**config.mk**
```make
export PLATFORM = sky130hd
export DESIGN_NAME = binary_arithmetic_encoder_flat
export DESIGN_NICKNAME = d
export VERILOG_FILES = /design/src/design/bae_pkg.sv /design/src/design/bae_if.sv /design/src/design/bae_front.sv /design/src/design/bae_queue.sv /design/src/design/bae_core.sv /design/src/design/binary_arithmetic_encoder.sv /design/src/flat_wrapper.sv
export SDC_FILE = /design/constraint.sdc
export NUM_CORES = 1
export LEC_CHECK = 0
export BUFFER_PORTS_ARGS = -buffer_cell sky130_fd_sc_hd__buf_2
export CAP_MARGIN = 10
export CORE_MARGIN = 5
export CORE_UTILIZATION = 25
export DETAILED_ROUTE_END_ITERATION = 8
export GPL_ROUTABILITY_DRIVEN = 0
export PLACE_DENSITY_LB_ADDON = 0.12
export SYNTH_ARGS = -nofsm -noshare
export SYNTH_HDL_FRONTEND = slang
export SYNTH_SLANG_ARGS = --single-unit
```
**constraint.sdc**
```tcl
create_clock -name clk -period 7.9 [get_ports clk]
set_clock_uncertainty 0.2 [all_clocks]
set_input_delay 0.395 -clock clk [delete_from_list [all_inputs] [get_ports clk]]
set_output_delay 0.395 -clock clk [all_outputs]
set_load 0.02 [all_outputs]
```
**src/design/bae_pkg.sv**
```systemverilog
`default_nettype none
package bae_pkg;

  // defaults for the top-level parameters
  localparam int CODE_BITS_DEF    = 24;
  localparam int PROB_BITS_DEF    = 16;
  localparam int PENDING_BITS_DEF = 16;

  // fixed field widths of the channels
  localparam int PROB_W   = 16;
  localparam int FOLLOW_W = 16;

  // most runs delivered for one symbol; later ones are dropped
  localparam int MAX_RUNS = 24;

  // depth of the command queue between front and core
  localparam int QUEUE_DEPTH = 2;

  // command classes
  typedef enum logic [1:0] {
    OP_ZERO,
    OP_ONE,
    OP_FLUSH
  } op_t;

  typedef struct packed {
    op_t               op;
    logic [PROB_W-1:0] prob;
  } cmd_t;

endpackage
`default_nettype wire

```
**src/design/bae_if.sv**
```systemverilog
`default_nettype none
// symbol channel
interface bae_in_if;
  logic                      valid;
  logic                      ready;
  logic                      bit_value;
  logic [bae_pkg::PROB_W-1:0] prob_zero;
  logic                      end_of_stream;

  modport source(output valid, bit_value, prob_zero, end_of_stream, input ready);
  modport sink(input valid, bit_value, prob_zero, end_of_stream, output ready);
endinterface

// run channel
interface bae_out_if;
  logic                        valid;
  logic                        ready;
  logic                        lead_bit;
  logic [bae_pkg::FOLLOW_W-1:0] follow_count;
  logic                        run_last;

  modport source(output valid, lead_bit, follow_count, run_last, input ready);
  modport sink(input valid, lead_bit, follow_count, run_last, output ready);
endinterface
`default_nettype wire

```
**src/design/bae_front.sv**
```systemverilog
`default_nettype none
module bae_front #(
  parameter int PROB_BITS = bae_pkg::PROB_BITS_DEF
) (
  input  wire logic          clk,
  input  wire logic          rst_n,
  bae_in_if.sink             in_ch,
  output logic               push_valid,
  input  wire logic          push_ready,
  output bae_pkg::cmd_t      push_cmd
);

  localparam int MaskBits = (PROB_BITS < bae_pkg::PROB_W) ? PROB_BITS : bae_pkg::PROB_W;
  localparam logic [bae_pkg::PROB_W-1:0] ProbMask =
    bae_pkg::PROB_W'(((bae_pkg::PROB_W+1)'(1) << MaskBits) - (bae_pkg::PROB_W+1)'(1));

  logic          stage_v_r;
  logic          stage_v_nxt;
  bae_pkg::cmd_t stage_cmd_r;
  bae_pkg::cmd_t stage_cmd_nxt;
  bae_pkg::cmd_t cls_cmd;
  logic          in_beat;

  // classify the incoming beat and keep only the used probability bits
  always_comb begin
    if (in_ch.end_of_stream) begin
      cls_cmd.op = bae_pkg::OP_FLUSH;
    end else if (in_ch.bit_value) begin
      cls_cmd.op = bae_pkg::OP_ONE;
    end else begin
      cls_cmd.op = bae_pkg::OP_ZERO;
    end
    cls_cmd.prob = in_ch.prob_zero & ProbMask;
  end

  assign in_ch.ready = !stage_v_r || push_ready;
  assign in_beat     = in_ch.valid && in_ch.ready;

  // one staging register in front of the queue
  always_comb begin
    stage_v_nxt   = stage_v_r;
    stage_cmd_nxt = stage_cmd_r;
    if (in_beat) begin
      stage_v_nxt   = 1'b1;
      stage_cmd_nxt = cls_cmd;
    end else if (push_ready) begin
      stage_v_nxt = 1'b0;
    end
  end

  always_ff @(posedge clk) begin
    if (!rst_n) begin
      stage_v_r <= 1'b0;
    end else begin
      stage_v_r <= stage_v_nxt;
    end
    stage_cmd_r <= stage_cmd_nxt;
  end

  assign push_valid = stage_v_r;
  assign push_cmd   = stage_cmd_r;

endmodule
`default_nettype wire

```
**src/design/bae_queue.sv**
```systemverilog
`default_nettype none
module bae_queue (
  input  wire logic          clk,
  input  wire logic          rst_n,
  input  wire logic          push_valid,
  output logic               push_ready,
  input  wire bae_pkg::cmd_t push_cmd,
  output logic               pop_valid,
  input  wire logic          pop_ready,
  output bae_pkg::cmd_t      pop_cmd
);

  localparam int Depth = bae_pkg::QUEUE_DEPTH;
  localparam int PtrW  = (Depth > 1) ? $clog2(Depth) : 1;
  localparam int CntW  = $clog2(Depth + 1);

  bae_pkg::cmd_t       entry_r [Depth];
  logic [PtrW-1:0]     wr_ptr_r;
  logic [PtrW-1:0]     wr_ptr_nxt;
  logic [PtrW-1:0]     rd_ptr_r;
  logic [PtrW-1:0]     rd_ptr_nxt;
  logic [CntW-1:0]     count_r;
  logic [CntW-1:0]     count_nxt;
  logic                do_push;
  logic                do_pop;

  assign push_ready = (count_r != CntW'(Depth));
  assign pop_valid  = (count_r != '0);
  assign pop_cmd    = entry_r[rd_ptr_r];
  assign do_push    = push_valid && push_ready;
  assign do_pop     = pop_valid && pop_ready;

  // pointer and fill bookkeeping
  always_comb begin
    wr_ptr_nxt = wr_ptr_r;
    rd_ptr_nxt = rd_ptr_r;
    count_nxt  = count_r;
    if (do_push) begin
      wr_ptr_nxt = (wr_ptr_r == PtrW'(Depth - 1)) ? '0 : wr_ptr_r + PtrW'(1);
    end
    if (do_pop) begin
      rd_ptr_nxt = (rd_ptr_r == PtrW'(Depth - 1)) ? '0 : rd_ptr_r + PtrW'(1);
    end
    if (do_push && !do_pop) begin
      count_nxt = count_r + CntW'(1);
    end else if (do_pop && !do_push) begin
      count_nxt = count_r - CntW'(1);
    end
  end

  always_ff @(posedge clk) begin
    if (!rst_n) begin
      wr_ptr_r <= '0;
      rd_ptr_r <= '0;
      count_r  <= '0;
    end else begin
      wr_ptr_r <= wr_ptr_nxt;
      rd_ptr_r <= rd_ptr_nxt;
      count_r  <= count_nxt;
    end
    if (do_push) begin
      entry_r[wr_ptr_r] <= push_cmd;
    end
  end

endmodule
`default_nettype wire

```
**src/design/bae_core.sv**
```systemverilog
`default_nettype none
module bae_core #(
  parameter int CODE_BITS    = bae_pkg::CODE_BITS_DEF,
  parameter int PROB_BITS    = bae_pkg::PROB_BITS_DEF,
  parameter int PENDING_BITS = bae_pkg::PENDING_BITS_DEF
) (
  input  wire logic          clk,
  input  wire logic          rst_n,
  input  wire logic          pop_valid,
  output logic               pop_ready,
  input  wire bae_pkg::cmd_t pop_cmd,
  bae_out_if.source          out_ch
);

  localparam int CB     = CODE_BITS;
  localparam int PW     = bae_pkg::PROB_W;
  localparam int FW     = bae_pkg::FOLLOW_W;
  localparam int ProdW  = CB + 1 + PW;
  localparam int GuardW = $clog2(CB + 2);
  localparam int RunW   = $clog2(bae_pkg::MAX_RUNS + 1);
  localparam logic [CB-1:0] Qtr = {2'b01, {(CB - 2){1'b0}}};

  typedef enum logic [1:0] {
    S_IDLE,
    S_UPD,
    S_NORM
  } state_t;

  state_t                state_r, state_nxt;
  logic [CB-1:0]         low_r, low_nxt;
  logic [CB-1:0]         high_r, high_nxt;
  logic [PENDING_BITS-1:0] pend_r, pend_nxt;
  logic [ProdW-1:0]      prod_r, prod_nxt;
  logic                  bit_r, bit_nxt;
  logic [GuardW-1:0]     guard_r, guard_nxt;
  logic [RunW-1:0]       runs_r, runs_nxt;
  logic                  held_v_r, held_v_nxt;
  logic                  held_lead_r, held_lead_nxt;
  logic [FW-1:0]         held_cnt_r, held_cnt_nxt;
  logic                  out_v_r, out_v_nxt;
  logic                  out_lead_r, out_lead_nxt;
  logic [FW-1:0]         out_cnt_r, out_cnt_nxt;
  logic                  out_last_r, out_last_nxt;

  logic                  out_free;
  logic [CB:0]           range_w;
  logic [ProdW-1:0]      prod_sh;
  logic [CB-1:0]         part;
  logic [PENDING_BITS-1:0] pend_inc;
  logic [FW+PENDING_BITS-1:0] pend_ext;
  logic [FW-1:0]         follow_cur;
  logic [FW+PENDING_BITS-1:0] inc_ext;
  logic [FW-1:0]         follow_inc;
  logic [CB-1:0]         low_q;
  logic [CB-1:0]         high_q;
  logic                  do_emit;
  logic                  do_mid;
  logic                  active;
  logic                  drop;

  // datapath helpers
  assign out_free   = !out_v_r || out_ch.ready;
  assign range_w    = {1'b0, high_r} - {1'b0, low_r} + (CB + 1)'(1);
  assign prod_sh    = prod_r >> PROB_BITS;
  assign part       = prod_sh[CB-1:0];
  assign pend_inc   = (pend_r == '1) ? pend_r : pend_r + PENDING_BITS'(1);
  assign pend_ext   = {{FW{1'b0}}, pend_r};
  assign follow_cur = pend_ext[FW-1:0];
  assign inc_ext    = {{FW{1'b0}}, pend_inc};
  assign follow_inc = inc_ext[FW-1:0];
  assign low_q      = low_r - Qtr;
  assign high_q     = high_r - Qtr;

  // renorm classification: leave a half, or straddle the middle
  assign do_emit = !high_r[CB-1] || low_r[CB-1];
  assign do_mid  = low_r[CB-2] && !high_r[CB-2];
  assign active  = (guard_r <= GuardW'(CB));
  assign drop    = (runs_r >= RunW'(bae_pkg::MAX_RUNS));

  // sequencer
  always_comb begin
    state_nxt     = state_r;
    low_nxt       = low_r;
    high_nxt      = high_r;
    pend_nxt      = pend_r;
    prod_nxt      = prod_r;
    bit_nxt       = bit_r;
    guard_nxt     = guard_r;
    runs_nxt      = runs_r;
    held_v_nxt    = held_v_r;
    held_lead_nxt = held_lead_r;
    held_cnt_nxt  = held_cnt_r;
    out_v_nxt     = out_v_r && !out_ch.ready;
    out_lead_nxt  = out_lead_r;
    out_cnt_nxt   = out_cnt_r;
    out_last_nxt  = out_last_r;
    pop_ready     = 1'b0;

    case (state_r)
      S_IDLE: begin
        if (pop_valid) begin
          if (pop_cmd.op == bae_pkg::OP_FLUSH) begin
            // termination run straight to the output register
            if (out_free) begin
              pop_ready    = 1'b1;
              pend_nxt     = pend_inc;
              out_v_nxt    = 1'b1;
              out_lead_nxt = low_r[CB-1] || low_r[CB-2];
              out_cnt_nxt  = follow_inc;
              out_last_nxt = 1'b1;
            end
          end else begin
            pop_ready = 1'b1;
            bit_nxt   = (pop_cmd.op == bae_pkg::OP_ONE);
            prod_nxt  = {{PW{1'b0}}, range_w} * {{(CB + 1){1'b0}}, pop_cmd.prob};
            state_nxt = S_UPD;
          end
        end
      end

      S_UPD: begin
        // narrow the interval to the chosen sub-range
        if (bit_r) begin
          low_nxt = low_r + part;
        end else begin
          high_nxt = low_r + part;
        end
        guard_nxt = '0;
        runs_nxt  = '0;
        state_nxt = S_NORM;
      end

      S_NORM: begin
        if (active && do_emit) begin
          if (drop || !held_v_r || out_free) begin
            if (!drop) begin
              if (held_v_r) begin
                out_v_nxt    = 1'b1;
                out_lead_nxt = held_lead_r;
                out_cnt_nxt  = held_cnt_r;
                out_last_nxt = 1'b0;
              end
              held_v_nxt    = 1'b1;
              held_lead_nxt = high_r[CB-1];
              held_cnt_nxt  = follow_cur;
              runs_nxt      = runs_r + RunW'(1);
            end
            pend_nxt  = '0;
            low_nxt   = {low_r[CB-2:0], 1'b0};
            high_nxt  = {high_r[CB-2:0], 1'b1};
            guard_nxt = guard_r + GuardW'(1);
          end
        end else if (active && do_mid) begin
          // underflow: count a pending bit and zoom on the middle
          pend_nxt  = pend_inc;
          low_nxt   = {low_q[CB-2:0], 1'b0};
          high_nxt  = {high_q[CB-2:0], 1'b1};
          guard_nxt = guard_r + GuardW'(1);
        end else begin
          // done: the held run is the last one of this symbol
          if (held_v_r) begin
            if (out_free) begin
              out_v_nxt    = 1'b1;
              out_lead_nxt = held_lead_r;
              out_cnt_nxt  = held_cnt_r;
              out_last_nxt = 1'b1;
              held_v_nxt   = 1'b0;
              state_nxt    = S_IDLE;
            end
          end else begin
            state_nxt = S_IDLE;
          end
        end
      end

      default: begin
        state_nxt = S_IDLE;
      end
    endcase
  end

  always_ff @(posedge clk) begin
    if (!rst_n) begin
      state_r  <= S_IDLE;
      low_r    <= '0;
      high_r   <= '1;
      pend_r   <= '0;
      held_v_r <= 1'b0;
      out_v_r  <= 1'b0;
    end else begin
      state_r  <= state_nxt;
      low_r    <= low_nxt;
      high_r   <= high_nxt;
      pend_r   <= pend_nxt;
      held_v_r <= held_v_nxt;
      out_v_r  <= out_v_nxt;
    end
    prod_r      <= prod_nxt;
    bit_r       <= bit_nxt;
    guard_r     <= guard_nxt;
    runs_r      <= runs_nxt;
    held_lead_r <= held_lead_nxt;
    held_cnt_r  <= held_cnt_nxt;
    out_lead_r  <= out_lead_nxt;
    out_cnt_r   <= out_cnt_nxt;
    out_last_r  <= out_last_nxt;
  end

  assign out_ch.valid        = out_v_r;
  assign out_ch.lead_bit     = out_lead_r;
  assign out_ch.follow_count = out_cnt_r;
  assign out_ch.run_last     = out_last_r;

endmodule
`default_nettype wire

```
**src/design/binary_arithmetic_encoder.sv**
```systemverilog
// Path: a symbol beat passes the front register and the queue before it reaches the core;
//   the core forms range*p, then updates the interval, then renormalizes one shift per cycle
//   while the output register can take its runs. A new symbol is taken only once the core
//   is back in idle; a flush beat is handled straight from idle into the output register.
// Reset: synchronous, active low; low = 0, high = all ones, pending = 0, no clearing pass.
`default_nettype none
module binary_arithmetic_encoder #(
  parameter int CODE_BITS    = bae_pkg::CODE_BITS_DEF,
  parameter int PROB_BITS    = bae_pkg::PROB_BITS_DEF,
  parameter int PENDING_BITS = bae_pkg::PENDING_BITS_DEF
) (
  input  wire logic clk,
  input  wire logic rst_n,
  bae_in_if.sink    in_ch,
  bae_out_if.source out_ch
);

  logic          push_valid;
  logic          push_ready;
  bae_pkg::cmd_t push_cmd;
  logic          pop_valid;
  logic          pop_ready;
  bae_pkg::cmd_t pop_cmd;

  // accept and classify beats
  bae_front #(
    .PROB_BITS(PROB_BITS)
  ) u_front (
    .clk        (clk),
    .rst_n      (rst_n),
    .in_ch      (in_ch),
    .push_valid (push_valid),
    .push_ready (push_ready),
    .push_cmd   (push_cmd)
  );

  // decouple front from the coder
  bae_queue u_queue (
    .clk        (clk),
    .rst_n      (rst_n),
    .push_valid (push_valid),
    .push_ready (push_ready),
    .push_cmd   (push_cmd),
    .pop_valid  (pop_valid),
    .pop_ready  (pop_ready),
    .pop_cmd    (pop_cmd)
  );

  // interval update, renorm and run output
  bae_core #(
    .CODE_BITS    (CODE_BITS),
    .PROB_BITS    (PROB_BITS),
    .PENDING_BITS (PENDING_BITS)
  ) u_core (
    .clk       (clk),
    .rst_n     (rst_n),
    .pop_valid (pop_valid),
    .pop_ready (pop_ready),
    .pop_cmd   (pop_cmd),
    .out_ch    (out_ch)
  );

endmodule
`default_nettype wire

```
**src/flat_wrapper.sv**
```systemverilog
// flat-port wrapper written by rule: the top's interface ports become plain ports
module binary_arithmetic_encoder_flat 
#(
  parameter int CODE_BITS    = bae_pkg::CODE_BITS_DEF,
  parameter int PROB_BITS    = bae_pkg::PROB_BITS_DEF,
  parameter int PENDING_BITS = bae_pkg::PENDING_BITS_DEF
)
  (clk, rst_n, in_ch_valid, in_ch_bit_value, in_ch_prob_zero, in_ch_end_of_stream, in_ch_ready, out_ch_valid, out_ch_lead_bit, out_ch_follow_count, out_ch_run_last, out_ch_ready);
  bae_in_if in_ch_i ();
  bae_out_if out_ch_i ();
  input  wire logic clk;
  input  wire logic rst_n;
  input wire logic [$bits(in_ch_i.valid)-1:0] in_ch_valid;
  input wire logic [$bits(in_ch_i.bit_value)-1:0] in_ch_bit_value;
  input wire logic [$bits(in_ch_i.prob_zero)-1:0] in_ch_prob_zero;
  input wire logic [$bits(in_ch_i.end_of_stream)-1:0] in_ch_end_of_stream;
  output wire logic [$bits(in_ch_i.ready)-1:0] in_ch_ready;
  output wire logic [$bits(out_ch_i.valid)-1:0] out_ch_valid;
  output wire logic [$bits(out_ch_i.lead_bit)-1:0] out_ch_lead_bit;
  output wire logic [$bits(out_ch_i.follow_count)-1:0] out_ch_follow_count;
  output wire logic [$bits(out_ch_i.run_last)-1:0] out_ch_run_last;
  input wire logic [$bits(out_ch_i.ready)-1:0] out_ch_ready;
  assign in_ch_i.valid = in_ch_valid;
  assign in_ch_i.bit_value = in_ch_bit_value;
  assign in_ch_i.prob_zero = in_ch_prob_zero;
  assign in_ch_i.end_of_stream = in_ch_end_of_stream;
  assign in_ch_ready = in_ch_i.ready;
  assign out_ch_valid = out_ch_i.valid;
  assign out_ch_lead_bit = out_ch_i.lead_bit;
  assign out_ch_follow_count = out_ch_i.follow_count;
  assign out_ch_run_last = out_ch_i.run_last;
  assign out_ch_i.ready = out_ch_ready;
  binary_arithmetic_encoder #(.CODE_BITS(CODE_BITS), .PROB_BITS(PROB_BITS), .PENDING_BITS(PENDING_BITS)) u_core (.clk(clk), .rst_n(rst_n), .in_ch(in_ch_i), .out_ch(out_ch_i));
endmodule
```
==> load_flow_metrics.sql <==
INSERT INTO impl_metrics (metric_group, metric, value, unit) VALUES
('placed_design', 'numPlacedInstances', '3863', ''),
('logic_synthesis', 'synthesis.nets', '2921', ''),
('min_path', 'min_delay_worst_endpoint', 'u_core.u_core.out_ch.run_last', ''),
('detailed_routing', 'route.final.wire_length', '74000', 'um'),
('worst_setup_path', 'worst_setup_path_end_kind', 'flip-flop', ''),
('finish', 'antenna-diode-count', '0', ''),
('detailed_routing', 'detailedRoute.firstIterationViolations', '766', ''),
('timing', 'setup_viol_count_final', '18', ''),
('detailed_routing', 'route.met3.wl', '2460', 'um'),
('logic_synthesis', 'yosys_warnings', '0', ''),
('logic_synthesis', 'synthFlopType', 'sky130_fd_sc_hd__edfxtp_1', ''),
('worst_setup_path', 'reg2reg_setup_slack', '-0.43', 'ns'),
('clock_tree', 'htreeDepth', '4', ''),
('min_path', 'timing.hold.worst.class', 'primary input to flip-flop', ''),
('die', 'ioPinCount', '42', ''),
('worst_setup_path', 'r2r-start', 'u_core.u_core.high_r[1]', ''),
('clock_tree', 'cts-buffers-inserted', '17', ''),
('die', 'die-width', '310', 'um'),
('worst_setup_path', 'worst_path_most_repeated_cell', 'sky130_fd_sc_hd__fa_1', ''),
('worst_setup_path', 'timing.critical_path.max_delay_family', 'adder cells', ''),
('finish', 'layoutNonFillerInstCount', '3972', ''),
('timing', 'grt_setup_unrepaired', 'true', ''),
('logic_synthesis', 'proportion_of_synthesized_chip_area_in_sequential_cells', '0.232', ''),
('timing', 'timing.final.ws_setup', '-0.433', 'ns'),
('timing', 'finalCritPeriodShare', '1.05', ''),
('die', 'floorplan.die.height', '310', 'um'),
('global_route', 'wire_length_of_the_first_global_routing_pass', '114000', 'um'),
('worst_setup_path', 'crit_path_start_kind', 'flip-flop', ''),
('global_route', 'grt_antenna_before_repair', '1', ''),
('clock_tree', 'cts_tree', 'done', ''),
('worst_setup_path', 'worst_path_largest_cell_delay', '0.56', 'ns'),
('clock_tree', 'maximum_count_of_clock_buffers_along_a_single_path', '2', ''),
('timing', 'final.hold.worst_slack', '0.170', 'ns'),
('clock_tree', 'cts.reportedPaths.clkPinSlew', '0.09', 'ns'),
('die', 'die-area', '0.0960', 'mm2'),
('worst_setup_path', 'worst-r2r-cell-count', '38', ''),
('logic_synthesis', 'postSynthRegisterBits', '198', ''),
('detailed_routing', 'vias', '17783', ''),
('detailed_routing', 'post_detailed_route_count_of_antenna_violating_nets', '0', ''),
('worst_setup_path', 'critical-path-slowest-cell', 'sky130_fd_sc_hd__fa_1', ''),
('worst_setup_path', 'crit-reg2reg-capture', 'u_core.u_core.prod_r[33]', ''),
('die', 'core_region_area', '0.0896', 'mm2'),
('detailed_routing', 'met2_length', '34000', 'um'),
('detailed_routing', 'drc', '0', ''),
('job', 'max-cap-violations', '0', ''),
('worst_setup_path', 'crit_fanout', '4', ''),
('timing', 'clock.fmax', '0.120', 'GHz'),
('clock_tree', 'clock-root-buffer', 'sky130_fd_sc_hd__clkbuf_16', ''),
('global_route', 'via_count_of_the_first_global_routing_pass', '19119', ''),
('timing', 'max_slew.worst_pin.slew', '1.12', 'ns'),
('run_status', 'violations_in_the_final_reports', 'setup timing', ''),
('logic_synthesis', 'synthArstFlopShare', '0', ''),
('global_route', 'grt_start_max_net_pins', '76', ''),
('logic_synthesis', 'postSynthAreaPerCell', '9.39', 'um2'),
('timing', 'finalWorstPathRequiredPeriod', '8.33', 'ns'),
('finish', 'area_delta_synth_final', '29.5', '%'),
('placed_design', 'dp.final_hpwl', '59800', 'um'),
('logic_synthesis', 'synth_unique_cells', '72', ''),
('worst_setup_path', 'critical_path_required', '7.96', 'ns'),
('logic_synthesis', 'post_synthesis_cell_area', '0.0225', 'mm2'),
('timing', 'hold_violations', '0', ''),
('detailed_routing', 'avgViaCountPerCell', '4.48', ''),
('min_path', 'worstHoldStart', 'out_ch_ready', ''),
('detailed_routing', 'detail_route.wl_per_cell', '18.6', 'um'),
('run_status', 'status', 'finished with violations', ''),
('global_route', 'grt_overflow', '0', ''),
('worst_setup_path', 'worstPathBufferInverterCount', '8', ''),
('timing', 'final_max_slew_viol_count', '0', ''),
('finish', 'fillerInstances', '9292', ''),
('global_route', 'grt.total_usage', '0.156', ''),
('finish', 'final_design_area_no_fill', '0.0291', 'mm2');
## area by class of cell
cell class | count | area (um2) | share of cell area
Clock buffer | 17 | 425 | 0.0146
Clock inverter | 15 | 230 | 0.00791
Inverter | 394 | 1480 | 0.0509
Multi-Input combinational cell | 1729 | 16700 | 0.575
Sequential cell | 198 | 5220 | 0.179
Tap cell | 1176 | 1470 | 0.0506
Timing Repair Buffer | 443 | 3530 | 0.121
## placed cells by master (no fill, tap or decap), types with 9 or more instances in the layout
master and instances:
sky130_fd_sc_hd__o21a_1 9, sky130_fd_sc_hd__buf_2 41, sky130_fd_sc_hd__buf_6 21, sky130_fd_sc_hd__xnor2_1 53, sky130_fd_sc_hd__ha_1 150, sky130_fd_sc_hd__nand3_1 41
sky130_fd_sc_hd__inv_1 373, sky130_fd_sc_hd__and2_1 46, sky130_fd_sc_hd__dfxtp_1 63, sky130_fd_sc_hd__a31oi_1 12, sky130_fd_sc_hd__o21ai_0 84, sky130_fd_sc_hd__edfxtp_1 124
sky130_fd_sc_hd__fa_2 19, sky130_fd_sc_hd__o211ai_1 10, sky130_fd_sc_hd__nor2_1 212, sky130_fd_sc_hd__buf_4 347, sky130_fd_sc_hd__clkbuf_16 17, sky130_fd_sc_hd__a211oi_1 14
sky130_fd_sc_hd__xor2_1 31, sky130_fd_sc_hd__a21oi_1 87, sky130_fd_sc_hd__ha_4 32, sky130_fd_sc_hd__inv_2 20, sky130_fd_sc_hd__and3_1 11, sky130_fd_sc_hd__mux2i_1 13
sky130_fd_sc_hd__dlygate4sd3_1 19, sky130_fd_sc_hd__nand2b_1 20, sky130_fd_sc_hd__o21ai_2 9, sky130_fd_sc_hd__a21oi_2 13, sky130_fd_sc_hd__a21o_1 44, sky130_fd_sc_hd__fa_1 301
sky130_fd_sc_hd__nand2_1 273, sky130_fd_sc_hd__buf_12 14, sky130_fd_sc_hd__mux2_2 17, sky130_fd_sc_hd__dfxtp_2 11, sky130_fd_sc_hd__nor2b_1 26, sky130_fd_sc_hd__nand4_1 17
sky130_fd_sc_hd__nor3_1 18
## cell usage after synthesis, drive strengths merged, types with 3 or more instances
master | instances | share of area
nor2b | 26 | 0.0072
o221ai | 3 | 0.0014
nor3 | 21 | 0.0047
or3 | 4 | 0.0011
nor4 | 5 | 0.0017
o21a | 10 | 0.0033
nand4 | 17 | 0.0047
fa | 320 | 0.28
mux2i | 17 | 0.0079
edfxtp | 124 | 0.17
or2 | 4 | 0.0011
and2 | 48 | 0.013
and3 | 15 | 0.0042
ha | 185 | 0.10
buf | 8 | 0.0018
a211oi | 19 | 0.0063
o21bai | 4 | 0.0013
a31o | 3 | 0.0012
a2111oi | 3 | 0.0012
dfxtp | 74 | 0.066
a31oi | 17 | 0.0054
nand2b | 20 | 0.0056
xor2 | 39 | 0.015
a21o | 44 | 0.015
a22oi | 6 | 0.0020
o2111ai | 4 | 0.0016
o211ai | 10 | 0.0033
mux2 | 18 | 0.0090
nor3b | 7 | 0.0023
xnor2 | 63 | 0.025
nand3 | 48 | 0.011
a21oi | 107 | 0.024
a21boi | 10 | 0.0033
clkbuf | 65 | 0.011
nand2 | 284 | 0.047
nor2 | 220 | 0.037
inv | 394 | 0.066
o31ai | 3 | 0.0016
o21ai | 101 | 0.023
a41oi | 3 | 0.0012
## flip-flops by register name (all words and copies together) (netlist names), named ones only
name	cells
u_core.u_core.held_lead_r	1
u_core.u_front.push_valid	1
u_core.u_core.out_ch.lead_bit	1
u_core.u_core.out_ch.valid	1
u_core.u_core.held_cnt_r	16
u_core.u_core.follow_cur	16
u_core.u_core.state_r	2
u_core.u_core.bit_r	1
u_core.u_core.high_r	24
u_core.u_queue.entry_r	36
u_core.u_core.prod_r	24
u_core.u_front.push_cmd	18
u_core.u_core.out_ch.follow_count	16
u_core.u_queue.rd_ptr_r	1
u_core.u_queue.count_r	2
u_core.u_core.low_r	24
u_core.u_core.guard_r	5
u_core.u_core.held_v_r	1
u_core.u_core.runs_r	5
u_core.u_queue.wr_ptr_r	1
u_core.u_core.out_ch.run_last	1
## worst max-delay path by stage
stage | startpoint | endpoint | slack [ns] | depth (start not counted)
floorplan | u_core.u_core.low_r[7] | u_core.u_core.prod_r[33] | -0.25 | 33
global placement | u_core.u_core.high_r[1] | u_core.u_core.prod_r[33] | -0.88 | 37
detailed placement | u_core.u_core.high_r[1] | u_core.u_core.prod_r[33] | -0.89 | 37
CTS | u_core.u_core.high_r[1] | u_core.u_core.prod_r[33] | -0.64 | 37
global route | u_core.u_core.high_r[1] | u_core.u_core.prod_r[33] | -0.84 | 37
finish | u_core.u_core.high_r[1] | u_core.u_core.prod_r[33] | -0.43 | 38
## metrics by stage
stage	worst slack, ns	setup TNS, ns	util
finish	-0.433	-5.49	0.325
detailed placement	-0.894	-13.66	0.299
floorplan	-0.247	-0.595	-
global placement	-0.878	-12.86	0.299
CTS	-0.642	-7.25	0.317
global route	-0.841	-12.27	0.325
## worst register-to-register path: cells and delay by family (launching register included)
family	cells	cell delay (ns)
adder cells (fa/ha/maj)	10	3.86
AO/OA/AOI/OAI	11	1.91
AND/OR/NAND/NOR	7	0.89
buffers and inverters	8	0.61
flip-flops	1	0.34
XOR/XNOR	2	0.26
## what timing repair did
action	in CTS	in global routing
setup buffers	36	25
endpoints found under the hold margin	19	0
resized for setup	100	102
hold buffers	19	0
endpoints found under the setup margin	22	23
pin swaps	88	83
cloned	0	0
## layer usage
metal  vias to the layer above  GRT usage
met5                         -          0
met4                         0     0.0412
met3                        68     0.0231
met2                       288      0.251
met1                      8908      0.222
li1                       8519          -
## logic make-up after synthesis
| logic type | after synthesis | synth area share |
|---|---|---|
| DFF | 198 | 0.232 |
| muxes | 35 | 0.0169 |
| buffers and inverters | 467 | 0.0784 |
| and+or+nand+nor | 725 | 0.143 |
| AOI/OAI and AO/OA | 362 | 0.102 |
| adders and majority gates | 505 | 0.388 |
| xor gates and xnor gates | 102 | 0.0397 |
Power is left out: the tool's default activity adds up to more than one toggle a clock period on the data nets, which glitch-free logic cannot reach.
